===== src/rtl/mmgc_pkg.sv =====
package mmgc_pkg;

    typedef enum logic [2:0] {
        REQ_ROW_START = 3'd0,
        REQ_EDGE      = 3'd1,
        REQ_PRIORITY  = 3'd2,
        REQ_START     = 3'd3,
        REQ_READ      = 3'd4
    } t_req_type;

    typedef enum logic [1:0] {
        CFG_NUM_VERTICES = 2'd0,
        CFG_NUM_HASHES   = 2'd1,
        CFG_NUM_ROUNDS   = 2'd2
    } t_cfg_idx;

    localparam int CFG_IDX_W  = 2;
    localparam int CFG_DATA_W = 11;
    localparam int FIELD_W    = 11;

    typedef struct packed {
        logic [2:0]  req_type;
        logic [10:0] vertex;
        logic [12:0] edge_slot;
        logic [13:0] row_start;
        logic [9:0]  neighbor;
        logic [1:0]  hash_index;
        logic [30:0] priority_req;
    } t_in_req;

    typedef struct packed {
        logic [10:0] color;
        logic [10:0] colored_count;
        logic        done_res;
    } t_out_res;

    typedef struct packed {
        logic load;
        logic start_init;
        logic clr_wr;
        logic walk_init;
        logic rd_row0;
        logic rd_row1;
        logic cap_hi;
        logic rd_pv;
        logic cap_pv;
        logic rd_edge;
        logic k_inc;
        logic rd_nb;
        logic cmp;
        logic assign_color;
        logic h_inc;
        logic v_next;
        logic finish;
        logic rd_req;
        logic out_read;
    } t_dp_cmd;

    typedef struct packed {
        logic vfree;
        logic edge_end;
        logic nb_skip;
        logic hit;
        logic last_hash;
        logic last_vert;
        logic last_round;
        logic clr_last;
        logic no_work;
        logic out_valid;
    } t_dp_status;

endpackage


===== src/rtl/mmgc_ctrl.sv =====
module mmgc_ctrl
    import mmgc_pkg::*;
(
    input  logic       i_clk,
    input  logic       i_rst_n,
    input  logic       i_in_valid,
    input  logic [2:0] i_req_type,
    input  logic       i_out_stall,
    input  t_dp_status i_status,
    output logic       o_in_stall,
    output t_dp_cmd    o_cmd
);

    typedef enum logic [12:0] {
        S_IDLE   = 13'b0000000000001,
        S_CLEAR  = 13'b0000000000010,
        S_VROW0  = 13'b0000000000100,
        S_VROW1  = 13'b0000000001000,
        S_VCHK   = 13'b0000000010000,
        S_HSTART = 13'b0000000100000,
        S_HPV    = 13'b0000001000000,
        S_EDGE   = 13'b0000010000000,
        S_ENB    = 13'b0000100000000,
        S_ECMP   = 13'b0001000000000,
        S_HEND   = 13'b0010000000000,
        S_FIN    = 13'b0100000000000,
        S_RD     = 13'b1000000000000
    } t_state;

    t_state r_state;
    t_state n_state;
    logic   w_acc;

    assign o_in_stall = (r_state != S_IDLE) || (i_status.out_valid && i_out_stall);
    assign w_acc      = i_in_valid && !o_in_stall;

    always_comb begin
        n_state = r_state;
        o_cmd   = '0;
        unique case (r_state)
            S_IDLE: begin
                if (w_acc) begin
                    case (i_req_type)
                        REQ_START: begin
                            o_cmd.start_init = 1'b1;
                            n_state          = S_CLEAR;
                        end
                        REQ_READ: begin
                            o_cmd.rd_req = 1'b1;
                            n_state      = S_RD;
                        end
                        default: begin
                            o_cmd.load = 1'b1;
                        end
                    endcase
                end
            end
            S_CLEAR: begin
                o_cmd.clr_wr = 1'b1;
                if (i_status.clr_last) begin
                    o_cmd.walk_init = 1'b1;
                    n_state = i_status.no_work ? S_FIN : S_VROW0;
                end
            end
            S_VROW0: begin
                o_cmd.rd_row0 = 1'b1;
                n_state       = S_VROW1;
            end
            S_VROW1: begin
                o_cmd.rd_row1 = 1'b1;
                n_state       = S_VCHK;
            end
            S_VCHK: begin
                o_cmd.cap_hi = 1'b1;
                if (i_status.vfree) begin
                    n_state = S_HSTART;
                end else begin
                    o_cmd.v_next = 1'b1;
                    n_state = (i_status.last_vert && i_status.last_round) ? S_FIN : S_VROW0;
                end
            end
            S_HSTART: begin
                o_cmd.rd_pv = 1'b1;
                n_state     = S_HPV;
            end
            S_HPV: begin
                o_cmd.cap_pv = 1'b1;
                n_state      = S_EDGE;
            end
            S_EDGE: begin
                if (i_status.edge_end) begin
                    n_state = S_HEND;
                end else begin
                    o_cmd.rd_edge = 1'b1;
                    n_state       = S_ENB;
                end
            end
            S_ENB: begin
                // drop self-loops and foreign neighbors
                if (i_status.nb_skip) begin
                    o_cmd.k_inc = 1'b1;
                    n_state     = S_EDGE;
                end else begin
                    o_cmd.rd_nb = 1'b1;
                    n_state     = S_ECMP;
                end
            end
            S_ECMP: begin
                o_cmd.cmp = 1'b1;
                n_state   = S_EDGE;
            end
            S_HEND: begin
                if (i_status.hit || i_status.last_hash) begin
                    o_cmd.assign_color = i_status.hit;
                    o_cmd.v_next       = 1'b1;
                    n_state = (i_status.last_vert && i_status.last_round) ? S_FIN : S_VROW0;
                end else begin
                    o_cmd.h_inc = 1'b1;
                    n_state     = S_HSTART;
                end
            end
            S_FIN: begin
                o_cmd.finish = 1'b1;
                n_state      = S_IDLE;
            end
            S_RD: begin
                o_cmd.out_read = 1'b1;
                n_state        = S_IDLE;
            end
            default: begin
                n_state = S_IDLE;
            end
        endcase
    end

    always_ff @(posedge i_clk) begin
        if (!i_rst_n) begin
            r_state <= S_IDLE;
        end else begin
            r_state <= n_state;
        end
    end

endmodule


===== config.mk =====
export PLATFORM = sky130hd
export DESIGN_NAME = mmgc_ctrl
export DESIGN_NICKNAME = d
export VERILOG_FILES = /design/src/rtl/mmgc_pkg.sv /design/src/rtl/mmgc_ctrl.sv
export SDC_FILE = /design/constraint.sdc
export NUM_CORES = 1
export LEC_CHECK = 0
export ABC_CLOCK_PERIOD_IN_PS = 2000
export BUFFER_PORTS_ARGS = -buffer_cell sky130_fd_sc_hd__buf_2
export CAP_MARGIN = 40
export CORE_ASPECT_RATIO = 1.1
export CORE_MARGIN = 3
export CORE_UTILIZATION = 42
export DETAILED_ROUTE_END_ITERATION = 10
export PLACE_DENSITY = 0.82
export SLEW_MARGIN = 20
export SYNTH_ARGS = -nofsm -noshare
export SYNTH_HDL_FRONTEND = slang
export SYNTH_SLANG_ARGS = --single-unit
export TNS_END_PERCENT = 20

===== constraint.sdc =====
create_clock -name i_clk -period 2 [get_ports i_clk]
set_input_delay 0.4 -clock i_clk [delete_from_list [all_inputs] [get_ports i_clk]]
set_output_delay 0.4 -clock i_clk [all_outputs]
set_load 0.02 [all_outputs]

==> metrics.md <==
| Metric | Value |
|---|---|
| Worst setup EP type | output pin |
| Met1 wire length | 1150 um |
| Mapped Area | 895 um2 |
| Die width | 50.0 um |
| Commonest non-fill, non-tap cell in the layout | buf_4 |
| DRC violations left | 0 |
| Worst skew pair latency | 0.28 ns |
| Grt ovf | 0 |
| WHS | 0.325 ns |
| ANT nets after route | 0 |
| Met3 WL | 291 um |
| Maximum fanout along the worst path | 3 |
| Startpoint types | flip-flop |
| Largest family of logic cells by synthesized area | simple AND/OR/NAND/NOR gates |
| Worst slew pin tran | 0.552 ns |
| Die height | 54.4 um |
| Clk_skew | 0.000898 ns |
| Nets@finish | 199 |
| Number of DRC markers in iteration 0 | 36 |
| # clock sinks | 13 |
| Status | complete, but fails checks |
| Max clock buf depth | 2 |
| Critical Path RT | 1.60 ns |
| Wire per inst | 15.2 um |
| Post-Synth Simple-Gate Area | 0.517 |
| Layout cells sized above 1 | 0.536 |
| Most frequent cells in the layout | 27 x buf_4, 24 x buf_2, 13 x nor2_1, 11 x buf_6, 9 x dfxtp_1 |
| Synth Area in XOR/XNOR | 0.0196 |
| Leak pwr | 0.734 nW |
| Compound-Gate Fraction of Synth Area | 0.141 |
| Class of the tightest hold or removal check | in -> reg |
| Failing checks | setup timing |
| Max Used Layer | met4 |
| PortBufs | 36 |
| Max-cap violations | 0 |
| Crit share post-route | 1.23 |
| Via count | 1202 |
| DP HPWL | 2250 um |
| Diodes inserted | 0 |
| Crit path DAT | 2.07 ns |
| Distinct cells, synth | 38 |
| CTS Buf Count | 3 |
| CORE AREA | 1900 um2 |
| Synth Register Bits | 13 |
| Final setup viols | 20 |
| Root Driver | clkbuf_4 |
| Post-synth EDFFs | 0 |
| RSZ-0062 raised after global routing | yes |
| Biggest regs | r_state x13 |
| Peak supply drop | 253 uV |
| Post-synth top flop | dfxtp_1 |
| Async set-reset flop share out of synthesis | 0 |
| Routability-driven placement congestion ratio | 0.881 |
| Drt pass-1 iters | 4 |
| Routed wl met2 | 1650 um |
| Htree depth | 1 |
| Area growth, synth to finish | 70.2% |
| PwrDens | 361 nW/um2 |
| Hold-fix buffers, CTS | 0 |
| Synthesized-area fraction occupied by adder cells | 0 |
| First-pass GRT wire length | 4650 um |
| Post-Route WL | 3170 um |
| Syn_nets | 134 |
| Yosys Warn Count | 0 |
| Vias in the first global route | 1089 |
| Gate Count Post-Synth | 117 |
| Sequential-to-total area share from yosys stat | 0.291 |
| Die area | 2720 um2 |
| Kind of critical path | reg -> out |
| Max FFs per register | 13 |
| Ports | 37 |
| Global Route Usage Sum | 0.227 |
| Initial Util | 0.470 |
| Most flops, register | r_state |
| Max Clock Freq | 405 MHz |
| Syn Area/Cell | 7.65 um2 |
| Finished Core Util | 0.801 |
| Max-slew violation count | 0 |
| Final WS setup | -0.467 ns |
| Clock period minus worst slack | 2.47 ns |
| Largest net degree at the start of global routing | 11 |
| CTS tree | done |
| Fin. Hold Viols | 0 |
| Initial antenna violation count | 0 |
| Reg clk slew, reported paths | 0.08 ns |
| Rows | 16 |
| Vias/cell | 5.78 |
| Slew HR | 0.631 |
| Mux contribution to synthesized area | 0 |
[kinds of logic after synthesis]
| group | Yosys count |
|---|---|
| DFF | 13 |
| buffers and inverters | 7 |
| xor gates and xnor gates | 2 |
| and+or+nand+nor | 77 |
| AOI/OAI and AO/OA | 18 |
[where the power goes]
group          total [W]  switching, W  internal (W)  leakage (nW)
combinational   0.000113     0.0000621     0.0000514         0.612
clock           0.000172     0.0000944     0.0000776        0.0150
sequential      0.000264    0.00000340      0.000261         0.107
[synthesized netlist by cell type, drive strengths merged (2+ instances only)]
library cell | n | area [um2]
a21boi | 3 | 22.5
a21oi | 2 | 10.0
and2 | 3 | 20.0
and3 | 6 | 37.5
and4 | 3 | 26.3
clkbuf | 2 | 7.51
dfxtp | 13 | 260
inv | 4 | 15.0
nand2 | 9 | 33.8
nand2b | 3 | 18.8
nor2 | 15 | 56.3
nor3 | 12 | 60.1
nor3b | 2 | 15.0
nor4 | 4 | 31.3
nor4b | 3 | 26.3
o21a | 4 | 30.0
o21ai | 3 | 15.0
or3 | 5 | 31.3
or4 | 3 | 33.8
or4b | 2 | 20.0
xor2 | 2 | 17.5
[final cells by class]
type / instances / area (um2)
clock buffers: 4 / 26.3
fillers: 130 / 379
inverters: 5 / 23.8
multi-input cells: 97 / 727
flip-flops and latches: 13 / 265
well taps: 27 / 33.8
repair buffers: 62 / 447
[repair_timing]
action,CTS,global route
endpoints found under the setup margin,20,20
pin swaps,5,8
setup buffers,1,1
resized for setup,13,33
[layer usage]
layer  global-route usage  vias to the layer above
li1                     -                      571
met1                0.241                      558
met2                0.446                       63
met3               0.0490                       10
met4               0.0783                        0
met5                    0                        -
[stage by stage]
| step | cell area, um2 | TNS, ns | worst slack [ns] | cells | power [W] |
|---|---|---|---|---|---|
| after floorplan | 923 | -0.457 | -0.126 | 117 | 0.000317 |
| final | 1520 | -5.60 | -0.467 | 208 | 0.000549 |
| after global routing | 1520 | -6.82 | -0.490 | 208 | 0.000567 |
| after global placement | 1310 | -0.489 | -0.139 | 202 | 0.000359 |
| after detailed placement | 1310 | -0.702 | -0.153 | 202 | 0.000364 |
| after CTS | 1390 | -5.31 | -0.455 | 207 | 0.000530 |
[worst max-delay path, cell delays in order, from the launching register on]
cell and delay, ns:
dfxtp_2 0.34, or4_4 0.56, or4_4 0.59, clkinv_4 0.07
and2_4 0.13, buf_6 0.10
[worst paths after layout]
kind | start | to | slack (ns) | cells past startpoint
min reg2reg | r_state[2] | r_state[3] | 0.64 | 2
min | i_status[8] | r_state[8] | 0.32 | 2
max | r_state[6] | o_cmd[15] | -0.47 | 5
max reg2reg | r_state[6] | r_state[11] | 0.07 | 7
No activity file was read; power rests on OpenSTA's default activity.
